**src/rtl/afa_pkg.sv**
```systemverilog
// shared types, constants and codes of the frame allocator
`timescale 1ns / 1ps
`default_nettype none

package afa_pkg;

   localparam int DEF_MAX_AREAS   = 32;
   localparam int DEF_FRAME_SHIFT = 12;
   localparam int ADDR_W          = 32;
   localparam int CSR_W           = 20;
   localparam int CSR_INDEX_W     = 2;
   localparam int FRAME_INDEX_W   = 20;
   localparam int STATUS_W        = 2;

   typedef enum logic [STATUS_W-1:0] {
      STATUS_GRANTED    = 2'd0,
      STATUS_NO_MEMORY  = 2'd1,
      STATUS_REGISTERED = 2'd2,
      STATUS_TABLE_FULL = 2'd3
   } status_type;

   typedef enum logic [CSR_INDEX_W-1:0] {
      CSR_KERNEL_FIRST   = 2'd0,
      CSR_KERNEL_LAST    = 2'd1,
      CSR_BOOTINFO_FIRST = 2'd2,
      CSR_BOOTINFO_LAST  = 2'd3
   } csr_index_type;

   // operands of the shared compare unit
   typedef struct packed {
      logic [ADDR_W-1:0] x;
      logic [ADDR_W-1:0] lo;
      logic [ADDR_W-1:0] hi;
      logic              use_last;
      logic [ADDR_W-1:0] area_start;
      logic [ADDR_W-1:0] area_size;
   } cmp_req_type;

   typedef struct packed {
      logic ge;
      logic le;
   } cmp_rsp_type;

endpackage

`default_nettype wire

```
**src/rtl/afa_ram.sv**
```systemverilog
// generic single write port ram with registered read
`timescale 1ns / 1ps
`default_nettype none

module afa_ram #(
   parameter int WIDTH = 64,
   parameter int DEPTH = 32
) (
   input  wire logic                     clock,
   input  wire logic                     wr_en,
   input  wire logic [$clog2(DEPTH)-1:0] wr_addr,
   input  wire logic [WIDTH-1:0]         wr_data,
   input  wire logic [$clog2(DEPTH)-1:0] rd_addr,
   output logic      [WIDTH-1:0]         rd_data
);

   logic [WIDTH-1:0] mem_ff [DEPTH];
   logic [WIDTH-1:0] rd_data_ff;

   always_ff @(posedge clock) begin
      if (wr_en) begin
         mem_ff[wr_addr] <= wr_data;
      end
      rd_data_ff <= mem_ff[rd_addr];
   end

   assign rd_data = rd_data_ff;

endmodule

`default_nettype wire

```
**src/rtl/afa_cmp.sv**
```systemverilog
// shared compare unit: range test, optionally against the last frame of an area
`timescale 1ns / 1ps
`default_nettype none

module afa_cmp
   import afa_pkg::*;
#(
   parameter int FRAME_SHIFT = DEF_FRAME_SHIFT
) (
   input  wire cmp_req_type req,
   output cmp_rsp_type      rsp
);

   logic [ADDR_W-1:0] last_addr;
   logic [ADDR_W-1:0] last_frame;
   logic [ADDR_W-1:0] hi;

   always_comb begin
      // 32-bit wrap, a zero size lands just below the area start
      last_addr  = req.area_start + req.area_size - ADDR_W'(1);
      last_frame = last_addr >> FRAME_SHIFT;
      hi         = req.use_last ? last_frame : req.hi;
      rsp.ge     = (req.x >= req.lo);
      rsp.le     = (req.x <= hi);
   end

endmodule

`default_nettype wire

```
**src/rtl/area_frame_allocator_core.sv**
```systemverilog
// top level of the frame allocator: sequencer, area table and config registers
//
// Usage: an item is taken when start is high and busy is low. req_cmd 0
// registers the area (req_area_start, req_area_size), req_cmd 1 asks for
// one frame. Each item gives exactly one result: rsp_valid is high for one
// cycle with rsp_status and rsp_frame_index; the receiver cannot stall it.
// Config registers are written through csr_we / csr_index / csr_wdata
// while the block is idle.
//
// Steps from the accepting edge to the result:
//   registration, table full: answered in the cycle after it is taken
//   first registration: it scans the table to pick an area
//   allocation: a grant passes END, KERN and BOOT; out of memory with no area
//     is answered in END; a kernel or boot-info skip goes back to END, and
//     each switch to a new area scans the whole table before END.
// The sequencer visits the table entries one by one through the single
// read port of the area ram and the one shared compare unit. The next
// item can be taken in the cycle that shows the result.
// Reset clears the area count, the free pointer, the current area and the
// config registers; no clearing pass is needed.
`timescale 1ns / 1ps
`default_nettype none

module area_frame_allocator_core
   import afa_pkg::*;
#(
   parameter int MAX_AREAS   = DEF_MAX_AREAS,
   parameter int FRAME_SHIFT = DEF_FRAME_SHIFT
) (
   input  wire logic                     clock,
   input  wire logic                     reset,
   input  wire logic                     start,
   output logic                          busy,
   input  wire logic                     req_cmd,
   input  wire logic [ADDR_W-1:0]        req_area_start,
   input  wire logic [ADDR_W-1:0]        req_area_size,
   output logic                          rsp_valid,
   output logic      [STATUS_W-1:0]      rsp_status,
   output logic      [FRAME_INDEX_W-1:0] rsp_frame_index,
   input  wire logic                     csr_we,
   input  wire logic [CSR_INDEX_W-1:0]   csr_index,
   input  wire logic [CSR_W-1:0]         csr_wdata
);

   localparam int FW      = ADDR_W - FRAME_SHIFT;
   localparam int CMP_W   = ((FW > CSR_W) ? FW : CSR_W) + 1;
   localparam int CNT_W   = $clog2(MAX_AREAS);
   localparam int BOUND   = 4 * (MAX_AREAS + 4);
   localparam int GUARD_W = $clog2(BOUND + 1);
   localparam int ENT_W   = 2 * ADDR_W;

   typedef enum logic [2:0] {
      ST_IDLE,
      ST_END,
      ST_KERN,
      ST_BOOT,
      ST_SCAN_RD,
      ST_SCAN_LAST,
      ST_SCAN_START,
      ST_SCAN_FIX
   } state_type;

   state_type                state_ff, state_in;
   logic                     cmd_ff, cmd_in;
   logic [CNT_W-1:0]         count_ff, count_in;
   logic [CNT_W-1:0]         idx_ff, idx_in;
   logic [CMP_W-1:0]         next_free_ff, next_free_in;
   logic                     cur_valid_ff, cur_valid_in;
   logic [ADDR_W-1:0]        cur_start_ff, cur_start_in;
   logic [ADDR_W-1:0]        cur_size_ff, cur_size_in;
   logic [ADDR_W-1:0]        ent_start_ff, ent_start_in;
   logic [ADDR_W-1:0]        ent_size_ff, ent_size_in;
   logic                     keep_ff, keep_in;
   logic [GUARD_W-1:0]       guard_ff, guard_in;
   logic [CSR_W-1:0]         kernel_first_ff, kernel_first_in;
   logic [CSR_W-1:0]         kernel_last_ff, kernel_last_in;
   logic [CSR_W-1:0]         boot_first_ff, boot_first_in;
   logic [CSR_W-1:0]         boot_last_ff, boot_last_in;
   logic                     rsp_valid_ff, rsp_valid_in;
   logic [STATUS_W-1:0]      rsp_status_ff, rsp_status_in;
   logic [FRAME_INDEX_W-1:0] rsp_frame_ff, rsp_frame_in;

   logic                     ram_we;
   logic [ENT_W-1:0]         ram_wdata;
   logic [ENT_W-1:0]         ram_rdata;
   cmp_req_type              cmp_req;
   cmp_rsp_type              cmp_rsp;

   logic [ADDR_W-1:0]        nf_ext;
   logic [CMP_W-1:0]         cur_base_frame;

   afa_ram #(
      .WIDTH (ENT_W),
      .DEPTH (MAX_AREAS)
   ) u_area_ram (
      .clock   (clock),
      .wr_en   (ram_we),
      .wr_addr (count_ff),
      .wr_data (ram_wdata),
      .rd_addr (idx_ff),
      .rd_data (ram_rdata)
   );

   afa_cmp #(
      .FRAME_SHIFT (FRAME_SHIFT)
   ) u_cmp (
      .req (cmp_req),
      .rsp (cmp_rsp)
   );

   assign nf_ext         = {{(ADDR_W-CMP_W){1'b0}}, next_free_ff};
   assign cur_base_frame = CMP_W'(cur_start_ff >> FRAME_SHIFT);
   assign ram_wdata      = {req_area_start, req_area_size};

   // operand selection for the shared compare unit
   always_comb begin
      cmp_req            = '0;
      cmp_req.x          = nf_ext;
      cmp_req.area_start = cur_start_ff;
      cmp_req.area_size  = cur_size_ff;
      case (state_ff)
         ST_END: begin
            cmp_req.use_last = 1'b1;
         end
         ST_KERN: begin
            cmp_req.lo = ADDR_W'(kernel_first_ff);
            cmp_req.hi = ADDR_W'(kernel_last_ff);
         end
         ST_BOOT: begin
            cmp_req.lo = ADDR_W'(boot_first_ff);
            cmp_req.hi = ADDR_W'(boot_last_ff);
         end
         ST_SCAN_LAST: begin
            cmp_req.use_last   = 1'b1;
            cmp_req.area_start = ram_rdata[ENT_W-1:ADDR_W];
            cmp_req.area_size  = ram_rdata[ADDR_W-1:0];
         end
         ST_SCAN_START: begin
            cmp_req.x  = ent_start_ff;
            cmp_req.lo = cur_start_ff;
         end
         ST_SCAN_FIX: begin
            cmp_req.lo = {{(ADDR_W-CMP_W){1'b0}}, cur_base_frame};
         end
         default: begin
         end
      endcase
   end

   always_comb begin
      state_in        = state_ff;
      cmd_in          = cmd_ff;
      count_in        = count_ff;
      idx_in          = idx_ff;
      next_free_in    = next_free_ff;
      cur_valid_in    = cur_valid_ff;
      cur_start_in    = cur_start_ff;
      cur_size_in     = cur_size_ff;
      ent_start_in    = ent_start_ff;
      ent_size_in     = ent_size_ff;
      keep_in         = keep_ff;
      guard_in        = guard_ff;
      kernel_first_in = kernel_first_ff;
      kernel_last_in  = kernel_last_ff;
      boot_first_in   = boot_first_ff;
      boot_last_in    = boot_last_ff;
      rsp_valid_in    = 1'b0;
      rsp_status_in   = rsp_status_ff;
      rsp_frame_in    = rsp_frame_ff;
      ram_we          = 1'b0;

      if (csr_we) begin
         case (csr_index_type'(csr_index))
            CSR_KERNEL_FIRST:   kernel_first_in = csr_wdata;
            CSR_KERNEL_LAST:    kernel_last_in  = csr_wdata;
            CSR_BOOTINFO_FIRST: boot_first_in   = csr_wdata;
            CSR_BOOTINFO_LAST:  boot_last_in    = csr_wdata;
            default: begin
            end
         endcase
      end

      case (state_ff)
         ST_IDLE: begin
            if (start) begin
               cmd_in   = req_cmd;
               guard_in = '0;
               if (req_cmd) begin
                  state_in = ST_END;
               end else if (count_ff >= CNT_W'(MAX_AREAS - 1)) begin
                  rsp_valid_in  = 1'b1;
                  rsp_status_in = STATUS_TABLE_FULL;
                  rsp_frame_in  = '0;
               end else begin
                  ram_we   = 1'b1;
                  count_in = count_ff + CNT_W'(1);
                  if (count_ff == '0) begin
                     // first area becomes the current one
                     cur_valid_in = 1'b0;
                     idx_in       = '0;
                     state_in     = ST_SCAN_RD;
                  end else begin
                     rsp_valid_in  = 1'b1;
                     rsp_status_in = STATUS_REGISTERED;
                     rsp_frame_in  = '0;
                  end
               end
            end
         end
         ST_END: begin
            if (guard_ff == GUARD_W'(BOUND) || !cur_valid_ff) begin
               rsp_valid_in  = 1'b1;
               rsp_status_in = STATUS_NO_MEMORY;
               rsp_frame_in  = '0;
               state_in      = ST_IDLE;
            end else if (!cmp_rsp.le) begin
               // current area used up
               cur_valid_in = 1'b0;
               idx_in       = '0;
               state_in     = ST_SCAN_RD;
            end else begin
               state_in = ST_KERN;
            end
         end
         ST_KERN: begin
            if (cmp_rsp.ge && cmp_rsp.le) begin
               next_free_in = CMP_W'(kernel_last_ff) + CMP_W'(1);
               guard_in     = guard_ff + GUARD_W'(1);
               state_in     = ST_END;
            end else begin
               state_in = ST_BOOT;
            end
         end
         ST_BOOT: begin
            if (cmp_rsp.ge && cmp_rsp.le) begin
               next_free_in = CMP_W'(boot_last_ff) + CMP_W'(1);
               guard_in     = guard_ff + GUARD_W'(1);
               state_in     = ST_END;
            end else begin
               next_free_in  = next_free_ff + CMP_W'(1);
               rsp_valid_in  = 1'b1;
               rsp_status_in = STATUS_GRANTED;
               rsp_frame_in  = next_free_ff[FRAME_INDEX_W-1:0];
               state_in      = ST_IDLE;
            end
         end
         ST_SCAN_RD: begin
            state_in = ST_SCAN_LAST;
         end
         ST_SCAN_LAST: begin
            // entry whose last frame lies below the free pointer is skipped
            ent_start_in = ram_rdata[ENT_W-1:ADDR_W];
            ent_size_in  = ram_rdata[ADDR_W-1:0];
            keep_in      = cmp_rsp.le;
            idx_in       = idx_ff + CNT_W'(1);
            state_in     = ST_SCAN_START;
         end
         ST_SCAN_START: begin
            if (keep_ff && (!cur_valid_ff || !cmp_rsp.ge)) begin
               cur_valid_in = 1'b1;
               cur_start_in = ent_start_ff;
               cur_size_in  = ent_size_ff;
            end
            state_in = (idx_ff == count_ff) ? ST_SCAN_FIX : ST_SCAN_LAST;
         end
         ST_SCAN_FIX: begin
            if (cur_valid_ff && !cmp_rsp.ge) begin
               next_free_in = cur_base_frame;
            end
            if (cmd_ff) begin
               guard_in = guard_ff + GUARD_W'(1);
               state_in = ST_END;
            end else begin
               rsp_valid_in  = 1'b1;
               rsp_status_in = STATUS_REGISTERED;
               rsp_frame_in  = '0;
               state_in      = ST_IDLE;
            end
         end
         default: begin
            state_in = ST_IDLE;
         end
      endcase
   end

   always_ff @(posedge clock) begin
      if (reset) begin
         state_ff        <= ST_IDLE;
         count_ff        <= '0;
         next_free_ff    <= '0;
         cur_valid_ff    <= 1'b0;
         cur_start_ff    <= '0;
         cur_size_ff     <= '0;
         guard_ff        <= '0;
         kernel_first_ff <= '0;
         kernel_last_ff  <= '0;
         boot_first_ff   <= '0;
         boot_last_ff    <= '0;
         rsp_valid_ff    <= 1'b0;
      end else begin
         state_ff        <= state_in;
         count_ff        <= count_in;
         next_free_ff    <= next_free_in;
         cur_valid_ff    <= cur_valid_in;
         cur_start_ff    <= cur_start_in;
         cur_size_ff     <= cur_size_in;
         guard_ff        <= guard_in;
         kernel_first_ff <= kernel_first_in;
         kernel_last_ff  <= kernel_last_in;
         boot_first_ff   <= boot_first_in;
         boot_last_ff    <= boot_last_in;
         rsp_valid_ff    <= rsp_valid_in;
      end
      cmd_ff        <= cmd_in;
      idx_ff        <= idx_in;
      ent_start_ff  <= ent_start_in;
      ent_size_ff   <= ent_size_in;
      keep_ff       <= keep_in;
      rsp_status_ff <= rsp_status_in;
      rsp_frame_ff  <= rsp_frame_in;
   end

   assign busy            = (state_ff != ST_IDLE);
   assign rsp_valid       = rsp_valid_ff;
   assign rsp_status      = rsp_status_ff;
   assign rsp_frame_index = rsp_frame_ff;

endmodule

`default_nettype wire

```
**config.mk**
```make
export PLATFORM = sky130hd
export DESIGN_NAME = area_frame_allocator_core
export DESIGN_NICKNAME = d
export VERILOG_FILES = /design/src/rtl/afa_pkg.sv /design/src/rtl/afa_ram.sv /design/src/rtl/afa_cmp.sv /design/src/rtl/area_frame_allocator_core.sv
export SDC_FILE = /design/constraint.sdc
export NUM_CORES = 2
export LEC_CHECK = 0
export BUFFER_PORTS_ARGS = -buffer_cell sky130_fd_sc_hd__clkbuf_2
export CORE_MARGIN = 5
export CORE_UTILIZATION = 30
export CTS_CLUSTER_SIZE = 8
export DETAILED_ROUTE_END_ITERATION = 8
export PLACE_DENSITY = 0.52
export SYNTH_ARGS = -nofsm -noshare
export SYNTH_HDL_FRONTEND = slang
export SYNTH_SLANG_ARGS = --single-unit
```
**constraint.sdc**
```tcl
create_clock -name clock -period 21.9 [get_ports clock]
set_clock_uncertainty 0.1 [all_clocks]
set_input_delay 6.57 -clock clock [delete_from_list [all_inputs] [get_ports clock]]
set_output_delay 6.57 -clock clock [all_outputs]
set_load 0.01 [all_outputs]
```
# --- Word level (Yosys, flattened, before mapping) ---
# Memory sizes are Yosys's and may differ from the RTL's. A register that Yosys moved wholly into a read port is not among the register bits.
# Cells that the tools add are included.
op_classes:
  add_sub_neg: 8
  order_cmp: 3
  n_eq_ne: 29
  muxes: 70
  bitwise_logic: 2
  n_reduce_logical: 31
op_table:
  columns: ["op", "count"]
  rows:
  - ["two-way mux 20 bit", 8]
  - ["case mux 32 bit (4 select lines)", 1]
  - ["case mux 20 bit (4 select lines)", 1]
  - ["two-way mux 64 bit", 1]
  - ["two-way mux 21 bit", 3]
  - ["case mux 21 bit (3 select lines)", 1]
  - ["adder 20 x 1 -> 21 bit, second input constant", 2]
  - ["case mux 20 bit (2 select lines)", 1]
  - ["adder 32 bit", 1]
  - ["greater-or-equal comparator 32 bit", 1]
  - ["<= comparator 32 x 20 -> 1 bit", 1]
  - ["two-way mux 32 bit", 1]
  - ["subtractor 32 x 1 -> 32 bit, second input constant", 1]
  - ["two-way mux 5 bit", 6]
  - ["!= test 2 bit, second input constant", 13]
  - ["two-way mux 8 bit", 3]
  - ["case mux 3 bit (8 select lines)", 1]
  - ["case mux 8 bit (3 select lines)", 1]
  - ["two-way mux 1 bit", 23]
  - ["adder 21 x 1 -> 21 bit, second input constant", 1]
  - ["two-way mux 2 bit", 9]
  - ["two-way mux 3 bit", 6]
  - ["case mux 5 bit (3 select lines)", 1]
  - ["nonzero test 3 bit", 5]
  - ["29 further kinds", 51]
word_totals:
  register_bits: 276
  ram_bits: 2048
  out_inout_bits: 24
  wordCells: 163
  memories: 1
memory_table:
  columns: ["memory", "depth", "width", "read_ports", "rd_ports_with_merged_regs", "wr", "line", "rtl"]
  rows:
  - ["u_area_ram.mem_ff", 32, 64, 1, 1, 1, "afa_ram.sv:17", "logic [WIDTH-1:0] mem_ff [DEPTH];"]

# --- Depth between registers and ports, before layout ---
depth:
  depth_word: 9
  depth_mapped: 37
  mapped_depth_nobuf: 34

# --- Cells and area by module ---
# Synthesis repeated with hierarchy kept, for this count alone.
unflattened:
  cells_unflattened: 5283
  area_unflattened_um2: 96194.8
modules_own_cells:
  columns: ["mod", "n_inst", "cells_per_inst", "area_each_um2", "seq_area_each_um2"]
  rows:
  - ["afa_ram", 1, 3096, 78964.5, 62780.2]
  - ["area_frame_allocator_core", 1, 1576, 13066.3, 6456.2]
  - ["afa_cmp", 1, 611, 4164.0, 0.0]

# --- Worst setup path after synthesis ---
# No wires, ideal clock.
synth_path:
  path_kind: "input -> register"
  start: "in start"
  end: "mem u_area_ram.mem_ff[15][0] (enable)"
  arrival_time_ns: 10.603
  required_time_ns: 21.313
  path_slack_ns: 10.711
  stages: 6
  n_path_buf: 1
  cell_sequence: "and2_1 -> clkbuf_1 -> nand2_1 -> nor3_1 -> nand2_1 -> nor2_1"
synth_between:
  elab_chain_len: 4
synth_rtl:
  columns: ["element", "line", "rtl"]
  rows:
  - ["start, declared", "area_frame_allocator_core.sv:32", "input wire logic start,"]
  - ["two-way mux 1 bit", "area_frame_allocator_core.sv:185", "if (start) begin"]
  - ["two-way mux 1 bit", "area_frame_allocator_core.sv:183", "case (state_ff)"]
  - ["two-way mux 1 bit", "afa_ram.sv:21", "if (wr_en) begin"]
  - ["two-way mux 1 bit (not written as such)", "afa_ram.sv:22", "mem_ff[wr_addr] <= wr_data;"]
  - ["end, declared", "afa_ram.sv:17", null]
# Every way passes these cells.

# --- Worst setup path after layout ---
layout_path:
  start: "in start"
  end: "mem u_area_ram.mem_ff[13][19] (enable)"
# The elaborated chain is that of the path after synthesis.

==> run metrics <==
Final Max Slew Viols 0; CTS max path bufs 4; CTS HTree Levels 5; syn_nets 4971; IO Pins about 120; Seq pwr share approximately 46%; Antenna Nets Post-Route 0; sequential fraction of the synthesis area roughly three quarters; most instantiated library cell after synthesis edfxtp_1; clk root buf clkbuf_16; Worst-path clk slew 50 ps; critical path type in -> reg; # rows 205; Min-Delay Endpoint ent_size_ff[28]$_DFFE_PN_; WP data arrival around 11000 ps; #FFs+latches synth ~2400; Power Density ~100 nW/um^2; drc violations 0; die width 570 um; Final Hold Viols 0; synth-to-layout area growth 16.1%; Tmin final 10790 ps; number of post-CTS setup repair buffers 0; Slew HR 16.4%; largest net degree at the start of global routing 124; setup TNS 0 ps; final hold slack 307 ps; grt total ovfl 0; ys async rst share 0%; clock power share approximately two fifths; layout cells sized above 1 between 20% and 30%; Hold Path Class reg -> reg; leakage power 34.4 nW; switching power about 2.7 mW; Core Area around 310000 sq um; fin nets 5271; Sequential Area between 60000 and 70000 sq um; DIE AREA ~330000 sq um; Switching Fraction about a quarter; Hold Path Cell Cnt 0; FF-to-FF setup slack 11290 ps; Synth Area per Inst 19.8 sq um; TritonCTS buffer count ~340; worst-skew pair later-pin latency 890 ps; Total GRT Usage 15.8%; Multi-input gate area 24000 sq um; GPL Wtd Cong between 0.8 and 0.9; internal power 8.43 mW; FF-to-FF path depth 30; placed insts about 8900; Synth area leaders edfxtp_1 (68%), mux4_2 (15%), dfxtp_1 (5.3%); worst vdd ir roughly 81 uV; first-pass GRT wire length roughly 370000 um; critical path's largest stage delay 1080 ps; Final period util roughly half; WL/cell 28.4 um; Hold-fix buffers, CTS 0; input/output buffers 114; Worst-Margin Slew 1250 ps; Hold Crit Start u_area_ram.rd_data[28]$_DFF_P_; CP startpoint kind primary input; vias in the first global route 48300; total clock sinks 2388; Crit Path Max Fanout 24; crit-path cells clkbuf_2 -> and2_1 -> nand2_1 -> nor3_1 -> nand2_1 -> nor2_4 -> buf_4 -> buf_4; synthesized cell area 94200 sq um; RSZ-0062 raised after global routing no; Slowest-stage cell, CP nor2_4; status completed; most common library cells after synthesis edfxtp_1 (2141), mux4_2 (640), nand2_1 (382), dfxtp_1 (247), clkbuf_1 (207); Initial Utilization 30.2%; fmax a little over 90 MHz; CTS resizes 0; Comb power frac 11.9%; Util after Layout 35.0%; ys flop type edfxtp_1; Synth area leader edfxtp_1; reg2reg end next_free_ff[13]$_SDFFE_PP0P_; Routed WL 263000 um; Data required, critical path between 20000 and 25000 ps; Vias 47700; synth unique cells 81; Setup Viol. Count Final 0; worst r2r src state_ff[0]$_SDFFE_PP0P_; maxcap violations 0; DR iter-0 viols between 5000 and 6000; CP Capture Type register; CTS tree built; die height 570 um; initial antenna violation count 45; via/cell ratio 5.14; TritonRoute pass-1 iters 5; Synth top area share 68.3%; Post-Synthesis Cells 4760; DP HPWL 157000 um; number of synthesized flops with an enable pin 2141; Cell Count, Final, Fillers Out roughly 9300; yosys warns 0; fill count 28900
logic make-up (layout without fill, tap and decap cells):
logic type	after synthesis	count (layout)	synth area share, %
AOI/OAI and AO/OA	402	402	2.72
xor gates and xnor gates	47	47	0.437
adders and majority gates	120	120	1.59
buffers and inverters	329	703	1.33
DFF	2388	2388	73.5
muxes	801	801	17.1
other	0	4	0
and+or+nand+nor	673	673	3.27
cell usage in the layout, fill, tap and decap left out, drive strengths merged, types with 8 or more instances in the layout:
cell / count
nand4: 14
a222oi: 10
nor2: 100
nor2b: 10
clkbuf: 506
edfxtp: 2141
o22ai: 10
mux2: 87
nand2: 383
clkinv: 17
and2: 19
a21o: 24
ha: 120
a21oi: 204
nand2b: 8
a221oi: 27
nor3: 27
and3: 40
mux2i: 74
mux4: 640
buf: 98
dfxtp: 247
a31oi: 11
a22oi: 10
xnor2: 29
inv: 82
a22o: 22
o21ai: 43
xor2: 18
nand3: 29
per-layer routing:
| layer | track usage [%] | up-vias | part of all wire (%) |
|---|---|---|---|
| met5 | 0 | - | 0.030 |
| met4 | 3.96 | 12 | 2.5 |
| met3 | 2.66 | 394 | 5.9 |
| met2 | 25.4 | 1674 | 47 |
| met1 | 22.5 | 25700 | 44 |
| li1 | - | 19900 | - |
stage by stage:
stage	power [mW]	area, sq um	setup WS (ps)
floorplan	6.01	94200	10710
global placement	6.57	100000	10550
detailed placement	6.58	100000	10350
CTS	11.3	109000	11260
global route	11.5	109000	10830
finish	11.1	109000	11110
cell type report:
type,count,area share [%]
inverters,74,0.263
clock inverters,25,0.422
repair buffers,211,1.25
well taps,4140,4.74
multi-input cells,2043,21.9
clock buffers,393,8.06
diodes,4,0.00916
flip-flops and latches,2388,63.3
worst max path at each step:
stage                                        start                                  end  cells past startpoint
after floorplan                              start   u_area_ram.mem_ff[15][0]$_DFFE_PP_                      6
after global placement                       start  u_area_ram.mem_ff[13][39]$_DFFE_PP_                      8
after detailed placement                     start  u_area_ram.mem_ff[13][39]$_DFFE_PP_                      8
after CTS                                    start  u_area_ram.mem_ff[13][35]$_DFFE_PP_                      8
after global routing      state_ff[0]$_SDFFE_PP0P_        next_free_ff[13]$_SDFFE_PP0P_                     30
final                                        start  u_area_ram.mem_ff[13][19]$_DFFE_PP_                      8
power by group through the flow:
stage	sequential [mW]	clock (mW)	combinational, mW
final	5.14	4.67	1.32
after global routing	5.15	4.99	1.41
after CTS	5.15	4.79	1.35
after detailed placement	5.24	0	1.34
after global placement	5.23	0	1.34
after floorplan	5.18	0	0.832
registers in the layout (all words and copies together), names as in the netlist, 21 cells and up:
name and count:
u_area_ram.mem_ff 2048, cur_size_ff 32, u_area_ram.rd_data 64, cur_start_ff 32, ent_size_ff 32, next_free_ff 21, ent_start_ff 32
critical path, delay by kind of cell:
kind	cells	cell delay [ps]
simple gates	5	3410
buf+inv	3	1180
(Power assumes the default switching activity.)
